===== config.mk =====
export PLATFORM = sky130hd
export DESIGN_NAME = utf16_to_utf8_encoder
export DESIGN_NICKNAME = d
export VERILOG_FILES = /design/src/rtl/u16u8_pkg.sv /design/src/rtl/u16u8_front.sv /design/src/rtl/u16u8_queue.sv /design/src/rtl/u16u8_back.sv /design/src/rtl/utf16_to_utf8_encoder.sv
export SDC_FILE = /design/constraint.sdc
export NUM_CORES = 1
export LEC_CHECK = 0
export ABC_CLOCK_PERIOD_IN_PS = 5000
export CAP_MARGIN = 20
export CORE_ASPECT_RATIO = 0.6
export CORE_MARGIN = 1.5
export CORE_UTILIZATION = 25
export CTS_BUF_LIST = sky130_fd_sc_hd__clkbuf_8 sky130_fd_sc_hd__clkbuf_16
export DETAILED_ROUTE_END_ITERATION = 8
export DONT_BUFFER_PORTS = 1
export GPL_TIMING_DRIVEN = 0
export PLACE_DENSITY_LB_ADDON = 0.15
export RECOVER_POWER = 25
export SETUP_SLACK_MARGIN = 0.5
export SLEW_MARGIN = 10
export SYNTH_ARGS = -nofsm -noshare
export SYNTH_HDL_FRONTEND = slang
export SYNTH_SLANG_ARGS = --single-unit

===== constraint.sdc =====
create_clock -name clk -period 5 [get_ports clk]
set_input_delay 1 -clock clk [delete_from_list [all_inputs] [get_ports clk]]
set_output_delay 1 -clock clk [all_outputs]
set_load 0.02 [all_outputs]

===== src/rtl/u16u8_pkg.sv =====
package u16u8_pkg;

    localparam int QUEUE_DEPTH = 4;
    localparam int CP_W        = 21;

    localparam logic [7:0]      LEAD2     = 8'hC0;
    localparam logic [7:0]      CONT      = 8'h80;
    localparam logic [7:0]      LEAD3     = 8'hE0;
    localparam logic [7:0]      LEAD4     = 8'hF0;
    localparam logic [CP_W-1:0] LIMIT1    = 21'h00080;
    localparam logic [CP_W-1:0] LIMIT2    = 21'h00800;
    localparam logic [CP_W-1:0] LIMIT3    = 21'h10000;
    localparam logic [CP_W-1:0] SUPP_BASE = 21'h10000;

    typedef struct packed {
        logic [15:0] code_unit;
        logic        end_of_string;
    } unit_item_t;

    typedef struct packed {
        logic [7:0] utf8_byte;
        logic       last_of_char;
    } byte_item_t;

    // One character waiting to be serialized: bytes in send order, byte 0 first.
    typedef struct packed {
        logic [3:0][7:0] bytes;
        logic [1:0]      last_idx;
    } char_entry_t;

    function automatic char_entry_t encode_point(input logic [CP_W-1:0] cp);
        char_entry_t e;
        e.bytes = '0;
        if (cp < LIMIT1) begin
            e.bytes[0] = cp[7:0];
            e.last_idx = 2'd0;
        end
        else if (cp < LIMIT2) begin
            e.bytes[0] = LEAD2 | {3'b000, cp[10:6]};
            e.bytes[1] = CONT | {2'b00, cp[5:0]};
            e.last_idx = 2'd1;
        end
        else if (cp < LIMIT3) begin
            e.bytes[0] = LEAD3 | {4'b0000, cp[15:12]};
            e.bytes[1] = CONT | {2'b00, cp[11:6]};
            e.bytes[2] = CONT | {2'b00, cp[5:0]};
            e.last_idx = 2'd2;
        end
        else begin
            e.bytes[0] = LEAD4 | {5'b00000, cp[20:18]};
            e.bytes[1] = CONT | {2'b00, cp[17:12]};
            e.bytes[2] = CONT | {2'b00, cp[11:6]};
            e.bytes[3] = CONT | {2'b00, cp[5:0]};
            e.last_idx = 2'd3;
        end
        return e;
    endfunction

endpackage


===== src/rtl/u16u8_front.sv =====
module u16u8_front (
    input  logic                    clk,
    input  logic                    rst_n,
    input  logic                    push,
    output logic                    full,
    input  u16u8_pkg::unit_item_t   unit_item,
    output logic                    q_push,
    input  logic                    q_full,
    output u16u8_pkg::char_entry_t  q_data
);
    import u16u8_pkg::*;

    logic              held_reg;
    logic              held_next;
    logic [15:0]       high_unit_reg;
    logic [15:0]       high_unit_next;
    logic              accept;
    logic              is_high;
    logic [CP_W-1:0]   cp;
    logic              has_output;

    assign full   = q_full;
    assign accept = push && !q_full;

    always_comb
    begin
        is_high        = unit_item.code_unit inside {[16'hD800:16'hDBFF]};
        held_next      = held_reg;
        high_unit_next = high_unit_reg;
        has_output     = 1'b0;
        cp             = {5'b00000, unit_item.code_unit};
        if (held_reg) begin
            // The following unit is paired without checking that it is a low surrogate.
            cp = {1'b0, high_unit_reg[9:0], unit_item.code_unit[9:0]} + SUPP_BASE;
            has_output = 1'b1;
            if (accept) begin
                held_next      = 1'b0;
                high_unit_next = '0;
            end
        end
        else if (is_high && !unit_item.end_of_string) begin
            if (accept) begin
                held_next      = 1'b1;
                high_unit_next = unit_item.code_unit;
            end
        end
        else begin
            has_output = unit_item.code_unit != 16'h0000;
        end
    end

    assign q_push = accept && has_output;
    assign q_data = encode_point(cp);

    always_ff @(posedge clk or negedge rst_n)
    begin
        if (!rst_n) begin
            held_reg      <= 1'b0;
            high_unit_reg <= '0;
        end
        else begin
            held_reg      <= held_next;
            high_unit_reg <= high_unit_next;
        end
    end

endmodule


===== src/rtl/u16u8_queue.sv =====
module u16u8_queue #(
    parameter int DEPTH = u16u8_pkg::QUEUE_DEPTH
) (
    input  logic                    clk,
    input  logic                    rst_n,
    input  logic                    wr_en,
    input  u16u8_pkg::char_entry_t  wr_data,
    output logic                    full,
    input  logic                    rd_en,
    output u16u8_pkg::char_entry_t  rd_data,
    output logic                    empty
);
    import u16u8_pkg::*;

    localparam int PTR_W = (DEPTH > 1) ? $clog2(DEPTH) : 1;
    localparam int CNT_W = $clog2(DEPTH + 1);

    char_entry_t        slots [DEPTH];
    logic [PTR_W-1:0]   wr_ptr_reg;
    logic [PTR_W-1:0]   wr_ptr_next;
    logic [PTR_W-1:0]   rd_ptr_reg;
    logic [PTR_W-1:0]   rd_ptr_next;
    logic [CNT_W-1:0]   count_reg;
    logic [CNT_W-1:0]   count_next;
    logic               do_wr;
    logic               do_rd;

    assign full    = count_reg == CNT_W'(DEPTH);
    assign empty   = count_reg == '0;
    assign do_wr   = wr_en && !full;
    assign do_rd   = rd_en && !empty;
    assign rd_data = slots[rd_ptr_reg];

    always_comb
    begin
        wr_ptr_next = wr_ptr_reg;
        rd_ptr_next = rd_ptr_reg;
        count_next  = count_reg;
        if (do_wr) begin
            wr_ptr_next = (wr_ptr_reg == PTR_W'(DEPTH - 1)) ? '0 : wr_ptr_reg + 1'b1;
        end
        if (do_rd) begin
            rd_ptr_next = (rd_ptr_reg == PTR_W'(DEPTH - 1)) ? '0 : rd_ptr_reg + 1'b1;
        end
        if (do_wr && !do_rd) begin
            count_next = count_reg + 1'b1;
        end
        else if (do_rd && !do_wr) begin
            count_next = count_reg - 1'b1;
        end
    end

    always_ff @(posedge clk or negedge rst_n)
    begin
        if (!rst_n) begin
            wr_ptr_reg <= '0;
            rd_ptr_reg <= '0;
            count_reg  <= '0;
        end
        else begin
            wr_ptr_reg <= wr_ptr_next;
            rd_ptr_reg <= rd_ptr_next;
            count_reg  <= count_next;
        end
    end

    always_ff @(posedge clk)
    begin
        if (do_wr) begin
            slots[wr_ptr_reg] <= wr_data;
        end
    end

endmodule


===== src/rtl/u16u8_back.sv =====
module u16u8_back (
    input  logic                    clk,
    input  logic                    rst_n,
    input  logic                    q_empty,
    input  u16u8_pkg::char_entry_t  q_data,
    output logic                    q_pop,
    output logic                    empty,
    input  logic                    pop,
    output u16u8_pkg::byte_item_t   byte_item
);
    import u16u8_pkg::*;

    char_entry_t  cur_reg;
    char_entry_t  cur_next;
    logic         cur_valid_reg;
    logic         cur_valid_next;
    logic [1:0]   idx_reg;
    logic [1:0]   idx_next;
    byte_item_t   out_reg;
    byte_item_t   out_next;
    logic         out_valid_reg;
    logic         out_valid_next;
    logic         advance;
    logic         cur_last;

    // A byte moves into the output register whenever that register is free or being drained.
    assign advance  = cur_valid_reg && (!out_valid_reg || pop);
    assign cur_last = idx_reg == cur_reg.last_idx;
    assign q_pop    = !q_empty && (!cur_valid_reg || (advance && cur_last));

    always_comb
    begin
        cur_next       = cur_reg;
        cur_valid_next = cur_valid_reg;
        idx_next       = idx_reg;
        out_next       = out_reg;
        out_valid_next = out_valid_reg;

        if (advance) begin
            out_valid_next         = 1'b1;
            out_next.utf8_byte     = cur_reg.bytes[idx_reg];
            out_next.last_of_char  = cur_last;
        end
        else if (pop) begin
            out_valid_next = 1'b0;
        end

        if (q_pop) begin
            cur_next       = q_data;
            cur_valid_next = 1'b1;
            idx_next       = '0;
        end
        else if (advance && cur_last) begin
            cur_valid_next = 1'b0;
        end
        else if (advance) begin
            idx_next = idx_reg + 1'b1;
        end
    end

    always_ff @(posedge clk or negedge rst_n)
    begin
        if (!rst_n) begin
            cur_valid_reg <= 1'b0;
            out_valid_reg <= 1'b0;
            idx_reg       <= '0;
        end
        else begin
            cur_valid_reg <= cur_valid_next;
            out_valid_reg <= out_valid_next;
            idx_reg       <= idx_next;
        end
    end

    always_ff @(posedge clk)
    begin
        cur_reg <= cur_next;
        out_reg <= out_next;
    end

    assign empty     = !out_valid_reg;
    assign byte_item = out_reg;

endmodule


===== src/rtl/utf16_to_utf8_encoder.sv =====
// UTF-16 to UTF-8 transcoder. Code units go in through a queue-style port (push/full) and UTF-8
// bytes come out through another (pop/empty), one byte per item, with last_of_char marking the
// final byte of each character. The front end takes a unit in every cycle while its character
// queue has room; a high surrogate that does not end its string is held and paired with the next
// unit, whatever that unit is, and zero code points produce nothing. The back end serializes one
// byte per cycle while the consumer keeps popping, so a unit yields 1, 2, 3 or 4 bytes according
// to its encoded length (a held high surrogate yields none, and its pair yields 4); the sustained
// rate is set by that byte-wide output serializer. The first byte of a unit is registered in the
// queue, then in cur_reg and out_reg; QUEUE_DEPTH characters can wait between the two ends.
module utf16_to_utf8_encoder #(
    parameter int QUEUE_DEPTH = u16u8_pkg::QUEUE_DEPTH
) (
    input  logic                   clk,
    input  logic                   rst_n,
    input  logic                   push,
    output logic                   full,
    input  u16u8_pkg::unit_item_t  unit_item,
    input  logic                   pop,
    output logic                   empty,
    output u16u8_pkg::byte_item_t  byte_item
);
    import u16u8_pkg::*;

    logic         q_push;
    logic         q_full;
    logic         q_pop;
    logic         q_empty;
    char_entry_t  q_wr_data;
    char_entry_t  q_rd_data;

    u16u8_front u_front (
        .clk       (clk),
        .rst_n     (rst_n),
        .push      (push),
        .full      (full),
        .unit_item (unit_item),
        .q_push    (q_push),
        .q_full    (q_full),
        .q_data    (q_wr_data)
    );

    u16u8_queue #(
        .DEPTH (QUEUE_DEPTH)
    ) u_queue (
        .clk     (clk),
        .rst_n   (rst_n),
        .wr_en   (q_push),
        .wr_data (q_wr_data),
        .full    (q_full),
        .rd_en   (q_pop),
        .rd_data (q_rd_data),
        .empty   (q_empty)
    );

    u16u8_back u_back (
        .clk       (clk),
        .rst_n     (rst_n),
        .q_empty   (q_empty),
        .q_data    (q_rd_data),
        .q_pop     (q_pop),
        .empty     (empty),
        .pop       (pop),
        .byte_item (byte_item)
    );

endmodule


Word level (Yosys, flattened, before mapping)
Memories as Yosys holds them, arrays and structs flattened. A register that Yosys moved wholly into a read port is not among the register bits.
Index checks and enable logic that the tools add are counted.

cells by class
  add/sub/neg operators = 6
  $lt $le $gt $ge = 6
  equality and inequality tests = 5
  multiplexer cells = 32
  reduce and logical (&&, ||, !) cells = 29

operator list
  kind                                                    number
  2-to-1 mux 10 bit                                       5
  2-to-1 mux 24 bit                                       2
  adder 20 x 17 -> 21 bit, second input constant          1
  < comparator 21 x 12 -> 1 bit, second input constant    1
  < comparator 21 x 17 -> 1 bit, second input constant    1
  < comparator 21 x 8 -> 1 bit, second input constant     1
  2-to-1 mux 21 bit                                       1
  2-to-1 mux 18 bit                                       1
  binary-select mux 8 bit (select 2 bit)                  1
  >= comparator 16 bit, second input constant             1
  less-or-equal comparator 16 bit, second input constant  1
  2-to-1 mux 16 bit                                       1
  2-to-1 mux 8 bit                                        2
  nonzero test 16 bit                                     1
  2-to-1 mux 1 bit                                        12
  logical AND 1 bit                                       11
  2-to-1 mux 2 bit                                        5
  nonzero test 2 bit                                      5
  logical NOT 1 bit                                       7
  adder 2 x 1 -> 2 bit, second input constant             3
  2-to-1 mux 3 bit                                        2
  equality test 2 bit, second input constant              2
  AND reduction 2 bit                                     2
  adder 3 x 1 -> 3 bit, second input constant             1
  other kinds (7)                                         8

word-level totals
  bits in registers = 31
  memory bits (writable) = 136
  bits of input ports = 21
  output and inout bits = 11
  word-level logic and storage cells = 89
  memories kept = 1

memories
  memory         words  width  rd ports  clocked after Yosys merged registers in  write ports  line               text
  u_queue.slots  4      34     1         1                                        1            u16u8_queue.sv:18  char_entry_t slots [DEPTH];

Logic depth before layout (Yosys ltp)
  depth in word-level cells = 11
  gate-level depth with buffers = 11
  gate-level depth less buffers = 10

Hierarchy
Synthesis repeated with hierarchy kept, for this count alone.

second synthesis, totals
  cells, all modules = 453
  area total of the unflattened synthesis = 8262.9 um^2

modules (own cells, without submodules)
  module       times used  cells an instance  area an instance (um^2)  sequential area each (um^2)
  u16u8_queue  1           215                5346.4                   4259.1
  u16u8_back   1           79                 1751.7                   1391.3
  u16u8_front  1           159                1164.9                   275.3

Least setup slack after synthesis
OpenSTA, ideal clock, no wires.

  path type = in2reg
  start point = input unit_item[16] (netlist bit)
  end point = register u_queue.count_reg[1]
  setup time = 0.125 ns
  data arrival time = 2.754 ns
  data required time = 4.875 ns
  setup slack = 2.121 ns
  cell stages on the path = 7
  buffers on the path = 0
  cell sequence = or4_4 -> nor3_1 -> nor3_2 -> ha_1 -> inv_1 -> fa_1 -> mux2_2

between the ends
  elaborated cells between the ends (all ways) = 14
  those cells by class = order compare: 2; mux: 3; reduce/logical: 9

RTL lines
  item                                                                     line                         text
  start, declared                                                          utf16_to_utf8_encoder.sv:17  input u16u8_pkg::unit_item_t unit_item,
  >= comparator 16 bit or less-or-equal comparator 16 bit (tied branches)  u16u8_front.sv:27            is_high = unit_item.code_unit inside {[16'hD800:16'hDBFF]};
  logical AND 1 bit                                                        u16u8_front.sv:27
  logical AND 1 bit                                                        u16u8_front.sv:41            else if (is_high && !unit_item.end_of_string) begin
  2-to-1 mux 1 bit (*)                                                     u16u8_front.sv:41
  2-to-1 mux 1 bit (*)                                                     u16u8_front.sv:32            if (held_reg) begin
  logical AND 1 bit (*)                                                    u16u8_front.sv:52            assign q_push = accept && has_output;
  logical AND 1 bit (*)                                                    u16u8_queue.sv:30            assign do_wr = wr_en && !full;
  net u_queue.do_wr                                                        u16u8_queue.sv:25            logic do_wr;
  logical AND 1 bit (*)                                                    u16u8_queue.sv:45            if (do_wr && !do_rd) begin
  2-to-1 mux 3 bit (*)                                                     u16u8_queue.sv:45
  net u_queue.count_next[1]                                                u16u8_queue.sv:24            logic [CNT_W-1:0] count_next;
  end signal, assigned                                                     u16u8_queue.sv:63            count_reg <= count_next;
  end, declared                                                            u16u8_queue.sv:23            logic [CNT_W-1:0] count_reg;

The timed path passes the listed nets; every way through them passes the cells marked *.
A chain may end at the register's enable or synchronous reset.

Worst setup path after layout
  start point = register u_queue.count_reg[0]
  end point = register u_queue.count_reg[2]

between the ends
  cells in the longest elaborated chain, start to end = 8
  elaborated cells between the ends (all ways) = 18
  those cells by class = add/sub: 2; eq/ne: 1; mux: 2; reduce/logical: 13

RTL lines
  item                          line                                  text
  equality test 3 bit (*)       u16u8_queue.sv:28                     assign full = count_reg == CNT_W'(DEPTH);
  net full                      utf16_to_utf8_encoder.sv:16           output logic full,
  logical NOT 1 bit (*)         u16u8_front.sv:23, u16u8_queue.sv:30
  logical AND 1 bit             u16u8_front.sv:23                     assign accept = push && !q_full;
  logical AND 1 bit             u16u8_front.sv:52
  logical AND 1 bit (*)         u16u8_queue.sv:30
  net u_queue.do_wr             u16u8_queue.sv:25
  logical NOT 1 bit             u16u8_queue.sv:48                     else if (do_rd && !do_wr) begin
  logical AND 1 bit             u16u8_queue.sv:48
  nonzero test 2 bit (no line)  --

The timed path passes the listed nets; every way through them passes the cells marked *. The select of a mux whose other input is x is not followed.

==> results.txt <==
----------------------------------------------------
[Timing]
  Max Clock Skew ... 7.50 ps
  Final hold slack ... 250 ps
  Slew margin rel. ... 18.4%
  Worst slew pin tran ... 1220 ps
  Fin. max-slew vios ... 0
  Tcrit/Tclk final ... 60.8%
  Maximum clock frequency ... 329 MHz
  Setup repair after global routing missed its margin ... no
  Final TNS setup ... 0 ps
  Min Clock Period, post-route ... 3040 ps
  Total setup violations reported at the end of the flow ... 0
  Final hold viol count ... 0

[Clock network]
  Clk slew on worst S/H paths ... 60 ps
  Total clock sinks ... 181
  Clk_lat worst skew ... 440 ps
  Clock tree from TritonCTS ... done
  Number of buffers inserted for hold repair after clock tree synthesis ... 0
  Number of buffers inserted by post-CTS setup repair ... 0
  Clock Path Buffers ... 2
  Depth of the CTS H-tree ... 4
  Num CTS Buffers ... 17
  Cell at the root of the clock tree ... sky130_fd_sc_hd__clkbuf_16
  Quantity of gates resized following cts ... 0

[Setup path]
  Count of buffer and inverter cells on the critical path ... 1
  Peak fanout along the critical path ... 7
  Worst R2R End ... u_queue.count_reg[2]
  Category of the critical setup timing path ... flip-flop to flip-flop
  CP max stage cell ... sky130_fd_sc_hd__nor3_2
  Required time worst endpoint ... 5360 ps
  Logic depth of the worst register-to-register path ... 10
  Launching point of the worst reg2reg path ... u_queue.count_reg[0]
  Endpoint class of the critical path ... flip-flop
  Stage delay of the slowest cell on the critical path ... 600 ps
  Ordered cell list for the critical path ... nor2_1, and2_0, nand2b_1, nor3_2, ha_1, inv_1, fa_1, xor2_1, nor2_1, xor2_1
  Cell family with most CP delay ... simple AND/OR/NAND/NOR gates
  Arrival @ worst endpoint ... 3400 ps
  Startpoint type of the worst setup path ... flip-flop
  Worst reg-to-reg setup slack ... 1960 ps

[Synth]
  Number of enable flip-flop cells after synthesis ... 159
  Predominant post-synthesis flop cell ... sky130_fd_sc_hd__edfxtp_1
  Number of synthesized register bits ... 181
  Synthesized area per cell ... 18.7 um2
  FFs w/ async S/R, synth ... 12.2%
  Post-synthesis sequential area ratio ... 72.4%
  Distinct cells, synth ... 50
  Post-synthesis instance area ... 7360 um2
  Number of instances in the synthesized netlist ... 393
  Post-synth net total ... 422
  Yosys warning total ... 0

[Floorplanning]
  DIE WIDTH ... 224 um
  Die Span Y ... 136 um
  Floorplan die area ... 30500 um2
  Area of the core ... 28800 um2
  I/O pins ... 32
  Initial core utilization ... 25.5%
  Row cnt ... 48

[Run]
  Max-cap violation count ... 0

[Layout]
  Fraction of final layout cells with drive strength greater than 1 ... 21.9%
  # nets final ... 446
  Final core utilization ... 29.6%
  Max reg flops ... 120
  Number of diodes added for antenna fixing ... 0
  P&R area growth vs syn ... 16.2%
  Post-layout instance count excluding filler cells ... 805
  Most common cell after layout, fill and taps aside ... sky130_fd_sc_hd__edfxtp_1
  Most frequent cells in the layout ... sky130_fd_sc_hd__edfxtp_1, sky130_fd_sc_hd__mux4_2, sky130_fd_sc_hd__dfrtp_1, sky130_fd_sc_hd__nand2_1

[Global routing]
  Overall track demand over capacity in global routing ... 12.6%
  Global-route wire length before repair ... 26400 um
  Global route total overflow ... 0
  Largest net degree at the start of global routing ... 24
  Antenna violations before repair ... 1
  Number of global-route vias before repair ... 3918

[Routing]
  Routed WL per cell ... 22.1 um
  Detailed-route DRC error count ... 0
  Post-detailed-route count of antenna-violating nets ... 0
  Count of routing violations after the opening detailed-route iteration ... 313
  First-pass iteration count of the detailed router ... 7
  Total vias in the final route ... 3686
  Total wire length after detailed routing ... 17800 um
  Post-detailed-route via-to-cell ratio ... 4.58

[Place]
  Quantity of I/O buffers inserted on ports ... 0
  Sum of net half-perimeters after detailed placement ... 12000 um
  Final weighted congestion in routability-driven placement ... 0.771
  Placed cell count ... 773

[Pwr]
  Largest voltage drop on the vdd net ... 0.176 mV
  Leakage ... 2.82 nW
  PnR Total Power ... 0.00490 W
  Power per cell area ... 573 nW/um2

[Hold path]
  Worst hold-check path type ... input pin to async pin

[Outcome]
  Status ... complete, no violations

----------------------------------------------------
-- stage by stage --
step | cell area, um2 | setup slack (ps)
5_1_grt | 8550 | 1680
3_5_place_dp | 7960 | 1930
4_1_cts | 8570 | 2040
2_1_floorplan | 7360 | 2120
6_report | 8550 | 1960
3_3_place_gp | 7830 | 1200
-- power breakdown --
group	switching [W]	internal, W	total [W]	leakage, nW
combinational	0.000671	0.000532	0.00120	0.801
sequential	0.000168	0.00213	0.00230	1.71
clock	0.000562	0.000832	0.00139	0.311
total	0.00140	0.00350	0.00490	2.82
-- synth_stat cells (3+ instances only) --
master / number / area [um2]
sky130_fd_sc_hd__a211oi_1: 3 / 22.5
sky130_fd_sc_hd__a222oi_1: 4 / 40.0
sky130_fd_sc_hd__a22o_1: 14 / 123
sky130_fd_sc_hd__a31oi_1: 3 / 18.8
sky130_fd_sc_hd__and2_1: 13 / 81.3
sky130_fd_sc_hd__buf_2: 9 / 45.0
sky130_fd_sc_hd__clkbuf_1: 4 / 15.0
sky130_fd_sc_hd__dfrtp_1: 22 / 551
sky130_fd_sc_hd__edfxtp_1: 159 / 4770
sky130_fd_sc_hd__ha_1: 7 / 87.6
sky130_fd_sc_hd__inv_1: 9 / 33.8
sky130_fd_sc_hd__mux2_2: 7 / 78.8
sky130_fd_sc_hd__mux4_2: 37 / 833
sky130_fd_sc_hd__nand2_1: 20 / 75.1
sky130_fd_sc_hd__nand2b_1: 3 / 18.8
sky130_fd_sc_hd__nand3_1: 4 / 20.0
sky130_fd_sc_hd__nor2_1: 17 / 63.8
sky130_fd_sc_hd__nor3_1: 3 / 15.0
sky130_fd_sc_hd__nor4_1: 3 / 18.8
sky130_fd_sc_hd__o21ai_0: 3 / 15.0
sky130_fd_sc_hd__xnor2_1: 4 / 35.0
sky130_fd_sc_hd__xor2_1: 5 / 43.8
-- logic make-up after synthesis --
kind of cell / count (synthesis) / synth area share [%]
compound gates: 44 / 4.98
simple gates: 75 / 5.39
fa+ha+maj: 8 / 1.46
buf+inv: 28 / 1.73
mux: 48 / 13.0
xor+xnor: 9 / 1.07
flops: 181 / 72.4
-- layout make-up --
cell class | count | area, um2
fillers | 2845 | 20300
clock buffers | 21 | 480
plain buffers | 17 | 80.1
repair buffers | 5 | 130
inverters | 11 | 41.3
clock inverters | 11 | 131
multi-input cells | 184 | 1890
flip-flops and latches | 181 | 5330
well taps | 375 | 469
-- layer usage --
| metal | up-vias | global-route usage (%) | part of all wire, % |
|---|---|---|---|
| met5 | - | 0 | 0 |
| met4 | 0 | 5.29 | 1.4 |
| met3 | 16 | 2.77 | 3.6 |
| li1 | 1634 | - | - |
| met1 | 1957 | 18.3 | 52 |
| met2 | 79 | 18.1 | 43 |
-- worst max path at each step --
| stage | from | endpoint | slack [ps] | cells past startpoint |
|---|---|---|---|---|
| final | u_queue.count_reg[0] | u_queue.count_reg[2] | 1960 | 10 |
| after global routing | u_queue.count_reg[0] | u_queue.count_reg[2] | 1680 | 10 |
| after CTS | u_queue.count_reg[0] | u_queue.count_reg[2] | 2040 | 10 |
| after detailed placement | unit_item[9] | u_queue.count_reg[1] | 1930 | 8 |
| after global placement | unit_item[9] | u_queue.slots[0][28] | 1200 | 5 |
| after floorplan | unit_item[16] | u_queue.count_reg[1] | 2120 | 7 |
Power figures use the tool's default switching activity.
